### config.mk
export PLATFORM = sky130hd
export DESIGN_NAME = tavs_qdiv
export DESIGN_NICKNAME = d
export VERILOG_FILES = /design/src/rtl/core/tavs_pkg.sv /design/src/rtl/core/tavs_qdiv.sv
export SDC_FILE = /design/constraint.sdc
export NUM_CORES = 1
export LEC_CHECK = 0
export ABC_AREA = 1
export BUFFER_PORTS_ARGS = -buffer_cell sky130_fd_sc_hd__buf_4
export CAP_MARGIN = 15
export CORE_AREA = 2 2 288 290
export CTS_BUF_LIST = sky130_fd_sc_hd__clkbuf_8
export DETAILED_ROUTE_END_ITERATION = 7
export DIE_AREA = 0 0 290 292
export PLACE_DENSITY = 0.48
export SYNTH_ARGS = -nofsm -noshare
export SYNTH_HDL_FRONTEND = slang
export SYNTH_SLANG_ARGS = --single-unit
export TNS_END_PERCENT = 1
### constraint.sdc
create_clock -name clk -period 12.6 [get_ports clk]
set_clock_uncertainty 0.2 [all_clocks]
set_input_delay 2.52 -clock clk [delete_from_list [all_inputs] [get_ports clk]]
set_output_delay 2.52 -clock clk [all_outputs]
set_load 0.02 [all_outputs]
### src/rtl/core/tavs_pkg.sv
package tavs_pkg;

	localparam int DIM    = 8;
	localparam int IW     = (DIM > 1) ? $clog2(DIM) : 1;
	localparam int CW     = $clog2(DIM + 1);
	localparam int GDEPTH = DIM * DIM;
	localparam int GA_W   = (GDEPTH > 1) ? $clog2(GDEPTH) : 1;
	localparam int VA_W   = IW + 2;
	localparam int VDEPTH = 4 << IW;

	localparam logic signed [63:0] SMAX = 64'sh7FFF_FFFF_FFFF_FFFF;

	// Regions of the vector memory.
	localparam logic [1:0] RG_RHS  = 2'd0;
	localparam logic [1:0] RG_DIAG = 2'd1;
	localparam logic [1:0] RG_W    = 2'd2;
	localparam logic [1:0] RG_Z    = 2'd3;

	// Configuration register indexes.
	localparam logic [7:0] CFG_REG_WEIGHT = 8'd0;
	localparam logic [7:0] CFG_SCALE_DEG  = 8'd1;
	localparam logic [7:0] CFG_MIN_RATING = 8'd2;
	localparam logic [7:0] CFG_MAX_RATING = 8'd3;

	typedef struct packed {
		logic               done;
		logic               dz;
		logic signed [63:0] value;
	} arith_res_t;

	function automatic logic signed [63:0] sadd(logic signed [63:0] a, logic signed [63:0] b);
		logic signed [64:0] s;
		s = $signed({a[63], a}) + $signed({b[63], b});
		if (s > 65'sd9223372036854775807) return SMAX;
		if (s < -65'sd9223372036854775807) return -SMAX;
		return s[63:0];
	endfunction

	function automatic logic signed [31:0] sat32(logic signed [63:0] v);
		if (v > 64'sd2147483647) return 32'sh7FFF_FFFF;
		if (v < -64'sd2147483648) return 32'sh8000_0000;
		return v[31:0];
	endfunction

	function automatic logic signed [63:0] signed_of(logic [63:0] m, logic neg);
		logic [63:0] c;
		c = (m > 64'(SMAX)) ? 64'(SMAX) : m;
		return neg ? -$signed(c) : $signed(c);
	endfunction

	function automatic logic [GA_W-1:0] gaddr(logic [CW-1:0] r, logic [CW-1:0] c);
		return GA_W'(int'(r) * DIM + int'(c));
	endfunction

	function automatic logic [VA_W-1:0] vaddr(logic [1:0] rg, logic [CW-1:0] ix);
		return {rg, ix[IW-1:0]};
	endfunction

endpackage

### src/rtl/core/tavs_qdiv.sv
module tavs_qdiv (
	input  logic                 clk,
	input  logic                 arst_n,
	input  logic                 start,
	input  logic signed [63:0]   a,
	input  logic signed [63:0]   b,
	output tavs_pkg::arith_res_t res
);
	import tavs_pkg::*;

	logic [63:0] ua, ub_q, r_q, lo_q, q_q;
	logic        neg_q, busy_q, zero_q, ovf_q, fin;
	logic [6:0]  cnt_q;
	logic [64:0] r65;

	assign ua  = a[63] ? 64'(-a) : 64'(a);
	assign fin = zero_q || ovf_q || (cnt_q == 7'd64);
	assign r65 = {r_q, lo_q[63]};

	// Restoring division of (|a| << 32) by |b|, one quotient bit per cycle.
	always_ff @(posedge clk or negedge arst_n) begin
		if (!arst_n) begin
			busy_q <= 1'b0;
			cnt_q  <= '0;
		end else if (start) begin
			ub_q   <= b[63] ? 64'(-b) : 64'(b);
			neg_q  <= a[63] ^ b[63];
			r_q    <= {32'd0, ua[63:32]};
			lo_q   <= {ua[31:0], 32'd0};
			q_q    <= '0;
			zero_q <= (b == 64'sd0);
			ovf_q  <= ({32'd0, ua[63:32]} >= (b[63] ? 64'(-b) : 64'(b)));
			cnt_q  <= '0;
			busy_q <= 1'b1;
		end else if (busy_q) begin
			if (fin) begin
				busy_q <= 1'b0;
			end else begin
				if (r65 >= {1'b0, ub_q}) begin
					r_q <= 64'(r65 - {1'b0, ub_q});
					q_q <= {q_q[62:0], 1'b1};
				end else begin
					r_q <= r65[63:0];
					q_q <= {q_q[62:0], 1'b0};
				end
				lo_q  <= {lo_q[62:0], 1'b0};
				cnt_q <= cnt_q + 7'd1;
			end
		end
	end

	assign res.done  = busy_q && fin;
	assign res.dz    = zero_q;
	assign res.value = zero_q ? 64'sd0 : ovf_q ? signed_of('1, neg_q) : signed_of(q_q, neg_q);

endmodule

# ---- Word level (Yosys, flattened, before mapping)
# Cells that the tools add are included.
dict set report word_totals {
  ff_bits 267
  latch_bits 0
  ramBits 0
  romBits 0
  in_bits 131
  out_inout_bits 66
  elab_cells 53
  n_memories 0
}
dict set report op_classes {
  addsub 5
  n_mul 0
  div_mod_pow 0
  order_cmp 3
  n_eq_ne 2
  n_shift 0
  muxes 23
  bitwise_logic 1
  reduce_logical 8
}
# operator n
set ops {}
lappend ops {{$mux W64} 15}
lappend ops {{$neg A64 Y64} 3}
lappend ops {{$ge A65 B64 Y1} 1}
lappend ops {{$ge A32 B64 Y1} 1}
lappend ops {{$gt A64 B63 Y1 const B} 1}
lappend ops {{$logic_not A64 Y1} 1}
lappend ops {{$sub A64 B64 Y64} 1}
lappend ops {{$mux W32} 1}
lappend ops {{$mux W7} 3}
lappend ops {{$add A7 B1 Y7 const B} 1}
lappend ops {{$eq A7 B7 Y1 const B} 1}
lappend ops {{$mux W1} 4}
lappend ops {{$reduce_and A2 Y1} 2}
lappend ops {{$reduce_and A3 Y1} 1}
lappend ops {{$logic_or A1 B1 Y1} 2}
lappend ops {{$ne A2 B2 Y1 const B} 1}
lappend ops {{$reduce_bool A2 Y1} 1}
lappend ops {{$logic_and A1 B1 Y1} 1}
lappend ops {{$xor A1 B1 Y1} 1}

# ---- Depth between registers and ports, before layout
# Gate-level depths: netlist of the first run.
dict set report logic_depth {
  ltp_word 6
  ltp_mapped 29
  depth_no_buf 29
}

# ---- Worst setup path after synthesis of the first run
# Ideal clock, no wire load.
dict set report synth_path {
  kind {in2reg}
  startpoint {input port start}
  endpoint {register lo_q[32] (enable)}
  setup_ps 487
  arrival_time_ps 5768
  t_required_ps 11913
  setup_slack_ps 6145
  path_stages 4
  path_buffers 2
  path_cell_list {clkbuf_1 nor2_1 clkbuf_1 nor2_1}
}
dict set report synth_between {
  elab_chain_cells 2
  word_cells_on_any_way 3
  cone_classes {eq/ne: 1; reduce/logical: 2}
}
# item line_no
set synth_rtl {}
lappend synth_rtl {{start, declared} tavs_qdiv.sv:4} ;# input logic start,
lappend synth_rtl {{$ne A2 B2 Y1 (no source line) or $reduce_bool A2 Y1 (tied branches)} --}
lappend synth_rtl {{$reduce_and A3 Y1 (no source line) *} --}
lappend synth_rtl {{end signal, assigned} tavs_qdiv.sv:29} ;# lo_q <= {ua[31:0], 32'd0};
lappend synth_rtl {{end signal, assigned} tavs_qdiv.sv:46} ;# lo_q <= {lo_q[62:0], 1'b0};
lappend synth_rtl {{end, declared} tavs_qdiv.sv:11} ;# logic [63:0] ua, ub_q, r_q, lo_q, q_q;
# Every way passes the cells marked *; elsewhere a longest branch is shown, timed or not.
# A chain may end at the register's enable or synchronous reset.

==> flow_summary.json, run 1 <==
{
  "cp_max_fo": 76,
  "setup_violations": 0,
  "synth_async_sr_flop_share_pct": 3.00,
  "dieWidth_um": 290,
  "drt_first_pass_iters": 5,
  "total_leakage_power_nw": 12.6,
  "holdWs_ns": 0.321,
  "min_delay_path_class": "reg -> reg",
  "antenna_violating_nets_post_route": 0,
  "io_pins": 197,
  "synth_xor_xnor_area_share_pct": 4.50,
  "fin_setup_tns_ns": 0,
  "max-cap-violations": 0,
  "antenna_found_initial": 3,
  "cts_made_buffers": 54,
  "cts_resized": 0,
  "timing.critical_path.from_type": "flop",
  "grt-ovfl-total": 0,
  "floorplan.rows": 105,
  "power.ir.vdd_worst_uv": 71.1,
  "avgViaCountPerCell": 4.91,
  "wl_per_cell_um": 18.0,
  "grt_setup_unrepaired": "no",
  "clock.fmax_mhz": 145,
  "worst_slew_pin_slew_ns": 1.15,
  "post_synth_and_or_nand_nor_area_fraction_pct": 32.3,
  "detailedPlacementHpwl_um": 68800,
  "crit_path_end_kind": "output port",
  "postPlaceCellArea_um2": 26800,
  "initial_utilization_pct": 29.8,
  "crit_required_ns": 9.88,
  "cts-htree-levels": 2,
  "core_footprint_um2": 81600,
  "cts.reportedPaths.clkPinSlew_ns": 0.06,
  "drcViolationCount": 0,
  "largest_net_degree_at_the_start_of_global_routing": 99,
  "buffer_ports.inserted": 196,
  "cts-root-buf": "sky130_fd_sc_hd__clkbuf_8",
  "synth_top_family_by_area": "simple AND/OR/NAND/NOR gates",
  "final_hold_fails": 0,
  "ctsHoldBuffers": 0,
  "clock_sinks": 267,
  "via_count_of_the_first_global_routing_pass": 23400,
  "worstPathArrival_ns": 4.17,
  "fin_nets": 4033,
  "synth-edff-count": 259,
  "clk-insertion-delay-late_ns": 0.68,
  "distinct_cell_type_count_of_the_synthesized_netlist": 55,
  "clk_path_buf_depth": 3,
  "type_of_the_worst_setup_path": "reg -> out",
  "cts_post_setup_buffers_inserted": 0,
  "final-max-slew-violation-count": 0,
  "postRouteWirelength_um": 88200,
  "outcome": "completed",
  "syn_inst": 3642,
  "route.vias.total": 24100,
  "synth_compound_gate_area_share_pct": 13.2,
  "area_delta_synth_final_pct": 14.3,
  "worst_max_slew_margin_expressed_relative_to_the_limit_pct": 23.5,
  "replace_congestion": 0.954,
  "gr-usage-all-layers_pct": 20.3,
  "syn_avg_cell_area_um2": 6.69,
  "yosys_warn_count": 0,
  "vertical_extent_of_the_die_um": 292,
  "yosys_register_bits": 267,
  "synthAdderAreaFrac_pct": 5.27,
  "first_pass_grt_wire_length_um": 136000,
  "yosys_most_used_dff": "sky130_fd_sc_hd__edfxtp_1",
  "tritoncts": "built",
  "synthMuxAreaShare_pct": 0,
  "post-route-cell-area_um2": 27800,
  "netlist_area_um2": 24300,
  "final_layout_size_suffix_gt1_share_pct": 9.22,
  "mappedNetlistNets": 3875,
  "layout_worst_path_cycle_share_pct": 54.7,
  "fin_crit_ns": 6.89,
  "post_synthesis_sequential_area_ratio_pct": 32.8,
  "fp.dieArea_um2": 84700,
  "drt_iter0_markers": 1660,
  "p_total_mw": 2.78,
  "cellPowerDensity_nw_per_um2": 99.7
}
==> worst max-delay path, cell delays in order (launching register included) <==
cell                       delay, ns
sky130_fd_sc_hd__edfxtp_1       0.45
sky130_fd_sc_hd__buf_4          0.42
sky130_fd_sc_hd__nor2_4         0.18
sky130_fd_sc_hd__inv_1          0.07
sky130_fd_sc_hd__nor3_2         0.26
sky130_fd_sc_hd__nand2_1        0.21
sky130_fd_sc_hd__nor2_2         0.18
sky130_fd_sc_hd__nand4_1        0.18
sky130_fd_sc_hd__nor2_1         0.36
sky130_fd_sc_hd__nand4_1        0.21
sky130_fd_sc_hd__nand2_1        0.21
sky130_fd_sc_hd__o21ai_1        0.16
sky130_fd_sc_hd__or2_0          0.23
sky130_fd_sc_hd__nand3_1        0.08
sky130_fd_sc_hd__nand2_1        0.07
sky130_fd_sc_hd__inv_1          0.07
sky130_fd_sc_hd__buf_4          0.13
==> registers in the layout, summed over array words and instances, names as in the netlist <==
name,cells
ovf_q,1
neg_q,1
lo_q,64
q_q,64
cnt_q,7
zero_q,1
ub_q,64
busy_q,1
r_q,64
==> report_power, final <==
| group | internal (mW) | total [mW] | leakage, nW | switching [mW] |
|---|---|---|---|---|
| registers | 1.04 | 1.07 | 2.65 | 0.0293 |
| clock network | 0.466 | 0.905 | 0.563 | 0.439 |
| logic | 0.261 | 0.797 | 9.40 | 0.536 |
| total | 1.77 | 2.78 | 12.6 | 1.00 |
==> synth_stat cells (3+ instances only) <==
cell	n	area [µm²]
sky130_fd_sc_hd__a22o_1	4	35.0
sky130_fd_sc_hd__a21boi_0	6	45.0
sky130_fd_sc_hd__ha_1	101	1260
sky130_fd_sc_hd__nand2_2	4	25.0
sky130_fd_sc_hd__clkbuf_1	67	251
sky130_fd_sc_hd__nor3_2	5	50.1
sky130_fd_sc_hd__nor4_1	26	163
sky130_fd_sc_hd__o21ai_0	176	881
sky130_fd_sc_hd__a21oi_1	192	961
sky130_fd_sc_hd__nor4b_1	3	26.3
sky130_fd_sc_hd__o31ai_1	10	75.1
sky130_fd_sc_hd__o211ai_1	5	37.5
sky130_fd_sc_hd__nor2_1	497	1870
sky130_fd_sc_hd__dfrtp_1	8	200
sky130_fd_sc_hd__nand3_1	212	1060
sky130_fd_sc_hd__a32o_1	4	40.0
sky130_fd_sc_hd__nor3_1	69	345
sky130_fd_sc_hd__a21o_1	12	90.1
sky130_fd_sc_hd__nand3b_1	63	473
sky130_fd_sc_hd__buf_6	9	101
sky130_fd_sc_hd__edfxtp_1	259	7780
sky130_fd_sc_hd__buf_2	10	50.1
sky130_fd_sc_hd__a31oi_1	20	125
sky130_fd_sc_hd__nand4_1	44	275
sky130_fd_sc_hd__o21a_1	10	75.1
sky130_fd_sc_hd__inv_1	619	2320
sky130_fd_sc_hd__and2_1	5	31.3
sky130_fd_sc_hd__buf_1	22	82.6
sky130_fd_sc_hd__nand2_1	860	3230
sky130_fd_sc_hd__and3_1	3	18.8
sky130_fd_sc_hd__o21bai_1	16	120
sky130_fd_sc_hd__xor2_1	90	788
sky130_fd_sc_hd__or2_2	10	62.6
sky130_fd_sc_hd__o22ai_1	94	588
sky130_fd_sc_hd__inv_2	16	60.1
sky130_fd_sc_hd__xnor2_1	35	307
sky130_fd_sc_hd__nor4_2	4	50.1
sky130_fd_sc_hd__nor2_2	12	75.1
sky130_fd_sc_hd__o21ai_1	19	95.1
==> cell families (layout without fill, tap and decap cells) <==
kind of cell	count (synthesis)	count (layout)
AND/OR/NAND/NOR	1828	1828
buffers and inverters	746	945
AO/OA/AOI/OAI	574	574
flip-flops	267	267
XOR/XNOR	125	125
adder cells (fa/ha/maj)	102	102
other	0	2
==> metal layers <==
layer | global-route usage [%] | vias to the layer above | part of all wire [%]
met4 | 5.34 | 2 | 2.2
met3 | 2.09 | 108 | 4.3
met1 | 27.9 | 11200 | 47
met2 | 34.1 | 556 | 46
met5 | 0 | - | 0.014
li1 | - | 12200 | -
==> per-stage QoR <==
step	util [%]	std cells	setup WS, ns
finish	34.1	4913	5.71
global route	34.1	4913	5.33
CTS	34.1	4910	5.68
detailed placement	32.8	4813	5.89
global placement	32.8	4813	6.04
floorplan	-	3642	6.14
==> cell usage in the layout (no fill, tap or decap), types with 8 or more instances in the layout <==
master,n
sky130_fd_sc_hd__nand2_1,860
sky130_fd_sc_hd__inv_1,628
sky130_fd_sc_hd__nor2_1,494
sky130_fd_sc_hd__edfxtp_1,259
sky130_fd_sc_hd__nand3_1,212
sky130_fd_sc_hd__buf_4,210
sky130_fd_sc_hd__a21oi_1,192
sky130_fd_sc_hd__o21ai_0,175
sky130_fd_sc_hd__ha_1,101
sky130_fd_sc_hd__o22ai_1,94
sky130_fd_sc_hd__xor2_1,90
sky130_fd_sc_hd__nor3_1,69
sky130_fd_sc_hd__nand3b_1,63
sky130_fd_sc_hd__clkbuf_8,54
sky130_fd_sc_hd__nand4_1,44
sky130_fd_sc_hd__xnor2_1,35
sky130_fd_sc_hd__nor4_1,26
sky130_fd_sc_hd__a31oi_1,20
sky130_fd_sc_hd__o21ai_1,19
sky130_fd_sc_hd__inv_2,17
sky130_fd_sc_hd__o21bai_1,16
sky130_fd_sc_hd__clkinv_1,13
sky130_fd_sc_hd__a21o_1,12
sky130_fd_sc_hd__nor2_2,12
sky130_fd_sc_hd__clkinv_2,11
sky130_fd_sc_hd__o31ai_1,10
sky130_fd_sc_hd__o21a_1,10
sky130_fd_sc_hd__or2_2,10
sky130_fd_sc_hd__dfrtp_1,8
==> path summary, 6_finish.rpt <==
check / slack [ns] / cells past startpoint / end / start
min: 0.32 / 2 / lo_q[35]$_DFFE_PP_ / lo_q[34]$_DFFE_PP_
max: 5.71 / 16 / res[56] / q_q[63]$_SDFFCE_PP0P_
min reg2reg: 0.32 / 2 / lo_q[35]$_DFFE_PP_ / lo_q[34]$_DFFE_PP_
min in group asynchronous: 1.54 / 1 / cnt_q[1]$_DFFE_PN0P_ / arst_n
max reg2reg: 8.26 / 7 / lo_q[59]$_DFFE_PP_ / ovf_q$_DFFE_PP_
max in group asynchronous: 9.61 / 2 / cnt_q[6]$_DFFE_PN0P_ / arst_n
==> layout make-up <==
cell class	instances	area, µm²
antenna	2	5.00
clock buffer	54	743
clock inverter	43	289
fill	9146	53700
inverter	636	2390
multi-input combinational	2629	13500
sequential	267	7980
tap	1070	1340
timing repair buffer	212	1590
No activity file was read; power rests on OpenSTA's default activity.
==> inputs of run 2 (changes only) <==
--- a/config.mk
+++ b/config.mk
@@ -5,13 +5,13 @@
 export SDC_FILE = /design/constraint.sdc
 export NUM_CORES = 1
 export LEC_CHECK = 0
-export ABC_AREA = 1
+export ABC_AREA = 0
 export BUFFER_PORTS_ARGS = -buffer_cell sky130_fd_sc_hd__buf_4
 export CAP_MARGIN = 15
-export CORE_AREA = 2 2 288 290
+export CORE_AREA = 2 2 272 274
 export CTS_BUF_LIST = sky130_fd_sc_hd__clkbuf_8
 export DETAILED_ROUTE_END_ITERATION = 7
-export DIE_AREA = 0 0 290 292
+export DIE_AREA = 0 0 274 276
 export PLACE_DENSITY = 0.48
 export SYNTH_ARGS = -nofsm -noshare
 export SYNTH_HDL_FRONTEND = slang
==> constraint.sdc (replaced) <==
create_clock -name clk -period 6.8 [get_ports clk]
set_clock_uncertainty 0.2 [all_clocks]
set_input_delay 1.36 -clock clk [delete_from_list [all_inputs] [get_ports clk]]
set_output_delay 1.36 -clock clk [all_outputs]
set_load 0.02 [all_outputs]
==> run 2 against run 1 <==
- final area down 10%
- clock power up 81%
- area after synthesis decreased by 11%
- via count shrank 19%
- flip-flop and latch count did not move
- global-route usage decreased by 2.8 points
- routed wire length fell by 23%
- critical path type unchanged
- critical endpoint is now res[55]
- highest routed layer is now met4
==> flow_summary.json, run 2 <==
{
  "synth-edff-count": 259,
  "floorplan.rows": 99,
  "critPathBufInv": 2,
  "core_footprint_um2": 72600,
  "min_path_cells": 2,
  "cts-htree-levels": 2,
  "worst_r2r_path_depth": 14,
  "fin_util_pct": 34.4,
  "total_leakage_power_nw": 9.74,
  "clk_path_buf_depth": 3,
  "worst_max_slew_margin_expressed_relative_to_the_limit_pct": 27.8,
  "wl_per_cell_um": 18.2,
  "power.ir.vdd_worst_uv": 85.4,
  "fin_crit_ns": 6.46,
  "final_hold_fails": 0,
  "largest_net_degree_at_the_start_of_global_routing": 83,
  "cts_made_buffers": 52,
  "post_synthesis_sequential_area_ratio_pct": 37.0,
  "via_count_of_the_first_global_routing_pass": 19400,
  "grt_most_used_layer": "met2",
  "tritoncts": "built",
  "final-max-slew-violation-count": 0,
  "fin_setup_tns_ns": 0,
  "synth_async_sr_flop_share_pct": 3.00,
  "io_pins": 197,
  "yosys_register_bits": 267,
  "replace_congestion": 0.880,
  "antenna_found_initial": 2,
  "drcViolationCount": 0,
  "crit_required_ns": 5.24,
  "antenna_violating_nets_post_route": 0,
  "first_pass_grt_wire_length_um": 108000,
  "internal_power_mw": 3.34,
  "cp_max_fo": 13,
  "postRouteWirelength_um": 67600,
  "timing.critical_path.from_type": "flop",
  "gr-usage-all-layers_pct": 17.5,
  "critical-path-max-stage-delay_ns": 0.60,
  "cells_traversed_along_the_worst_timing_path": "or4_1 > or2_2 > or4_1 > nor2_1 > nand2_1 > nor4_1 > buf_4 > nand2_1 > nor4_1 > mux2_2 > o22a_1 > nor2_1 > buf_4",
  "final_common_cell": "sky130_fd_sc_hd__nand2_1",
  "min_delay_path_class": "reg -> reg",
  "route.vias.total": 19500,
  "hold_end": "lo_q[54]$_DFFE_PP_",
  "critical_path.top_delay_family": "simple AND/OR/NAND/NOR gates",
  "grt-ovfl-total": 0,
  "outcome": "completed",
  "synth_top_area_share_pct": 36.0,
  "drt_iter0_markers": 1353,
  "pwr-share-clk_pct": 33.0,
  "met1_usage_pct": 23.7,
  "cts_post_setup_buffers_inserted": 0,
  "distinct_cell_type_count_of_the_synthesized_netlist": 79,
  "sequential_cell_area_um2": 7980,
  "avgViaCountPerCell": 5.26,
  "drt_first_pass_iters": 5,
  "final_critical_path_setup_slack_ns": 0.343,
  "cts-root-buf": "sky130_fd_sc_hd__clkbuf_8",
  "use_met3_pct": 2.28,
  "layout_worst_path_cycle_share_pct": 94.9,
  "fp.dieArea_um2": 75600,
  "netlist_area_um2": 21600,
  "buffer_ports.inserted": 196,
  "synth_common_cells": "sky130_fd_sc_hd__nand2_1 (432), sky130_fd_sc_hd__edfxtp_1 (259), sky130_fd_sc_hd__nor2_1 (248)",
  "setup_violations": 0,
  "clk-insertion-delay-late_ns": 0.65,
  "cts_resized": 0,
  "fin_nets": 2952,
  "synthDominantAreaCellType": "sky130_fd_sc_hd__edfxtp_1",
  "power_switching_share_pct": 32.7,
  "critical_path.reg2reg.startpoint": "r_q[2]$_DFFE_PP_",
  "mappedNetlistNets": 2824,
  "cellPowerDensity_nw_per_um2": 199,
  "worst_slew_pin_slew_ns": 1.08,
  "syn_inst": 2591,
  "syn_avg_cell_area_um2": 8.33,
  "type_of_the_worst_setup_path": "reg -> out",
  "clock_sinks": 267,
  "detailedPlacementHpwl_um": 49100,
  "yosys_most_used_dff": "sky130_fd_sc_hd__edfxtp_1",
  "vertical_extent_of_the_die_um": 276,
  "power.combinational.fraction_pct": 26.4,
  "place_worst_setup_slack_ns": 0.281,
  "diodes": 0,
  "regToRegEndpoint": "r_q[1]$_DFFE_PP_",
  "nFillCells": 7652,
  "yosys.cell_count.top_type": "sky130_fd_sc_hd__nand2_1",
  "switchingPower_mw": 1.62,
  "grt_setup_unrepaired": "no",
  "most_frequent_cells_in_the_layout": "sky130_fd_sc_hd__nand2_1 (431), sky130_fd_sc_hd__edfxtp_1 (259), sky130_fd_sc_hd__nor2_1 (247)",
  "worst-r2r-setup-slack_ns": 1.52,
  "multi_input_comb_area_um2": 12500,
  "cpMaxStageDelayCell": "sky130_fd_sc_hd__or4_1",
  "pwr-share-seq_pct": 40.6,
  "dieWidth_um": 274,
  "final_layout_size_suffix_gt1_share_pct": 12.5,
  "max-cap-violations": 0,
  "clock.fmax_mhz": 155,
  "top_cells_by_area_in_the_synthesized_netlist": "sky130_fd_sc_hd__edfxtp_1 (36%), sky130_fd_sc_hd__nand2_1 (7.5%), sky130_fd_sc_hd__ha_1 (5.9%)",
  "cts.reportedPaths.clkPinSlew_ns": 0.06,
  "area_delta_synth_final_pct": 15.7,
  "yosys_warn_count": 0,
  "hold_path_startpoint": "lo_q[53]$_DFFE_PP_",
  "crit_path_end_kind": "output port",
  "ctsHoldBuffers": 0,
  "initial_utilization_pct": 29.7,
  "gr_met2_demand_resource_pct": 28.7,
  "worstPathArrival_ns": 4.90
}
[run 2: worst max path at each step]
stage               slack, ns                  start         endpoint  cells past startpoint
global route             0.08  q_q[63]$_SDFFCE_PP0P_          res[55]                     13
global placement         0.34                  a[34]  ovf_q$_DFFE_PP_                     19
detailed placement       0.28                  a[34]  ovf_q$_DFFE_PP_                     19
finish                   0.34  q_q[63]$_SDFFCE_PP0P_          res[55]                     13
CTS                      0.30  q_q[63]$_SDFFCE_PP0P_          res[55]                     13
floorplan                0.87                  a[12]  ovf_q$_DFFE_PP_                     18
[run 2: final cells by class]
type                       instances  share of cell area (%)
clock buffer                      54                    2.98
clock inverter                    39                    1.09
inverter                         131                    1.97
multi-input combinational       2034                    50.2
sequential                       267                    31.9
tap                              959                    4.80
timing repair buffer             233                    7.03
[run 2: cells by family after synthesis]
| kind of cell | after synthesis | synth area share [%] |
|---|---|---|
| flops | 267 | 37.0 |
| buf+inv | 290 | 5.13 |
| compound gates | 651 | 19.5 |
| simple gates | 1021 | 21.5 |
| xor+xnor | 202 | 8.19 |
| fa+ha+maj | 102 | 5.95 |
| mux | 58 | 2.74 |
[run 2: tightest hold or removal path: stages (launching register included)]
cell	delay [ns]
sky130_fd_sc_hd__edfxtp_1	0.32
sky130_fd_sc_hd__nand2_1	0.04
sky130_fd_sc_hd__o21ai_0	0.06
[run 2: power groups by stage]
| stage | Sequential, mW | Combinational [mW] | Clock [mW] |
|---|---|---|---|
| final | 2.01 | 1.31 | 1.64 |
| after global routing | 2.03 | 1.46 | 1.77 |
| after CTS | 2.01 | 1.32 | 1.71 |
| after detailed placement | 2.05 | 1.31 | 0 |
| after global placement | 2.04 | 1.30 | 0 |
| after floorplan | 2.02 | 0.900 | 0 |
[run 2: stage by stage]
| stage | cell area, µm² | std cells | hold WS, ns | power, mW |
|---|---|---|---|---|
| floorplan | 21600 | 2591 | 0.296 | 2.92 |
| global placement | 24000 | 3624 | 0.315 | 3.35 |
| detailed placement | 24000 | 3624 | 0.317 | 3.36 |
| CTS | 25000 | 3717 | 0.332 | 5.05 |
| global route | 25000 | 3717 | 0.363 | 5.26 |
| finish | 25000 | 3717 | 0.331 | 4.97 |
[run 2: per-layer routing]
layer  wire length [µm]  up-vias
li1                   -     9591
met1              31300     9354
met2              31600      493
met3               2930      108
met4               1850        0
met5                  0        -
==> inputs of run 3 (changes only) <==
--- a/config.mk
+++ b/config.mk
@@ -12,7 +12,7 @@
 export CTS_BUF_LIST = sky130_fd_sc_hd__clkbuf_8
 export DETAILED_ROUTE_END_ITERATION = 7
 export DIE_AREA = 0 0 274 276
-export PLACE_DENSITY = 0.48
+export PLACE_DENSITY = 0.49
 export SYNTH_ARGS = -nofsm -noshare
 export SYNTH_HDL_FRONTEND = slang
 export SYNTH_SLANG_ARGS = --single-unit
==> constraint.sdc (replaced) <==
create_clock -name clk -period 5.8 [get_ports clk]
set_clock_uncertainty 0.2 [all_clocks]
set_input_delay 1.16 -clock clk [delete_from_list [all_inputs] [get_ports clk]]
set_output_delay 1.16 -clock clk [all_outputs]
set_load 0.02 [all_outputs]
==> run 3 against run 2 <==
- non-clock buffer count rose by 84
- critical path depth grew 1
- worst setup slack got worse by 0.18 ns
- die area did not move
- largest cell class unchanged
==> flow_summary.json, run 3 (same netlist as run 2, synthesis figures left out) <==
{
  "outcome": "completed",
  "timing.critical_path.from": "q_q[63]$_SDFFCE_PP0P_",
  "grt_setup_unrepaired": "yes",
  "grt-ovfl-total": 0,
  "timing.critical_path.from_type": "flop",
  "fin_util_pct": 35.4,
  "cellPowerDensity_nw_per_um2": 222,
  "critical_path.reg2reg.startpoint": "r_q[3]$_DFFE_PP_",
  "clk-insertion-delay-late_ns": 0.63,
  "fp.dieArea_um2": 75600,
  "buffer_ports.inserted": 196,
  "area_delta_synth_final_pct": 19.2,
  "crit_path_end_kind": "output port",
  "cts_made_buffers": 51,
  "io_pins": 197,
  "power.ir.vdd_worst_uv": 108,
  "placedCellCount": 3699,
  "replace_congestion": 0.882,
  "avgViaCountPerCell": 5.25,
  "antenna_found_initial": 1,
  "cts-root-buf": "sky130_fd_sc_hd__clkbuf_8",
  "setup_violations": 0,
  "final_critical_path_setup_slack_ns": 0.162,
  "worst_slew_pin_slew_ns": 1.02,
  "nFillCells": 7658,
  "tritoncts": "built",
  "postRouteWirelength_um": 68100,
  "drt_first_pass_iters": 6,
  "wl_per_cell_um": 17.9,
  "multi_input_comb_area_um2": 12700,
  "antenna_violating_nets_post_route": 0,
  "layout.cells.non_filler": 3799,
  "floorplan.rows": 99,
  "first_pass_grt_wire_length_um": 109000,
  "p_total_mw": 5.72,
  "gr-usage-all-layers_pct": 17.6,
  "most_frequent_cells_in_the_layout": "sky130_fd_sc_hd__nand2_1 (429), sky130_fd_sc_hd__buf_4 (310), sky130_fd_sc_hd__edfxtp_1 (259)",
  "holdWs_ns": 0.326,
  "final_layout_size_suffix_gt1_share_pct": 15.8,
  "post-route-cell-area_um2": 25700,
  "cts-htree-levels": 2,
  "final_hold_fails": 0,
  "core_footprint_um2": 72600,
  "route.vias.total": 19900,
  "place_worst_setup_slack_ns": -0.475,
  "final_common_cell": "sky130_fd_sc_hd__nand2_1",
  "min_delay_path_class": "reg -> reg",
  "cts.reportedPaths.clkPinSlew_ns": 0.06,
  "drt_iter0_markers": 1438,
  "worstPathArrival_ns": 4.28,
  "fin_crit_ns": 5.64,
  "type_of_the_worst_setup_path": "reg -> out",
  "dieWidth_um": 274,
  "vertical_extent_of_the_die_um": 276,
  "via_count_of_the_first_global_routing_pass": 19600,
  "cp_max_fo": 4,
  "total_leakage_power_nw": 10.2,
  "drcViolationCount": 0,
  "fin_setup_tns_ns": 0,
  "clock.fmax_mhz": 177,
  "clock_sinks": 267,
  "worst_max_slew_margin_expressed_relative_to_the_limit_pct": 31.7,
  "detailedPlacementHpwl_um": 49700,
  "diodes": 0,
  "crit_required_ns": 4.44,
  "fin_nets": 3035,
  "clk_path_buf_depth": 3,
  "hold_path_startpoint": "lo_q[59]$_DFFE_PP_",
  "sequential_cell_area_um2": 7980,
  "final-max-slew-violation-count": 0,
  "initial_utilization_pct": 29.7,
  "max-cap-violations": 0,
  "postPlaceCellArea_um2": 24600,
  "largest_net_degree_at_the_start_of_global_routing": 147,
  "layout_worst_path_cycle_share_pct": 97.2
}
==> run 3: final cells by class <==
type                       count  area share [%]
clock buffer                  52            2.78
clock inverter                39           0.778
inverter                     131            1.91
multi-input combinational   2034            49.4
sequential                   267            31.0
tap                          959            4.66
timing repair buffer         317            9.46
==> run 3: worst paths after layout <==
| check | endpoint | slack, ns | cells after the start |
|---|---|---|---|
| max | res[55] | 0.16 | 14 |
| min | lo_q[60]$_DFFE_PP_ | 0.33 | 2 |
| max reg2reg | r_q[1]$_DFFE_PP_ | 0.79 | 13 |
| min reg2reg | lo_q[60]$_DFFE_PP_ | 0.33 | 2 |
| max in group asynchronous | busy_q$_DFF_PN0_ | 3.35 | 3 |
| min in group asynchronous | cnt_q[3]$_DFFE_PN0P_ | 0.76 | 2 |
==> run 3: timing repair <==
action,in CTS,in global routing
hold buffers,0,0
setup endpoints to repair,11,11
pin swaps,1,8
setup buffers,2,7
gates resized for setup,8,29
==> run 3: report_power, final <==
part           total (mW)  internal, mW  switching (mW)
Combinational        1.61         0.656           0.950
Sequential           2.36          2.27          0.0867
Clock                1.76         0.877           0.878
==> run 3: routing by layer <==
layer	routed length [µm]	vias to the layer above	track usage, %
met5	0	-	0
met2	32400	517	29.4
li1	-	9779	-
met4	1450	0	4.38
met3	2930	94	2.02
met1	31300	9552	24.1
==> run 3: critical path: stages (launching register included) <==
cell	delay, ns
sky130_fd_sc_hd__edfxtp_1	0.40
sky130_fd_sc_hd__buf_6	0.15
sky130_fd_sc_hd__or4_4	0.52
sky130_fd_sc_hd__or2_4	0.25
sky130_fd_sc_hd__or4_4	0.53
sky130_fd_sc_hd__nor2_4	0.15
sky130_fd_sc_hd__nand2_4	0.08
sky130_fd_sc_hd__nor4_4	0.24
sky130_fd_sc_hd__buf_4	0.17
sky130_fd_sc_hd__nand2_4	0.07
sky130_fd_sc_hd__nor4_4	0.28
sky130_fd_sc_hd__mux2_4	0.33
sky130_fd_sc_hd__o22a_1	0.22
sky130_fd_sc_hd__nor2_1	0.10
sky130_fd_sc_hd__buf_4	0.15
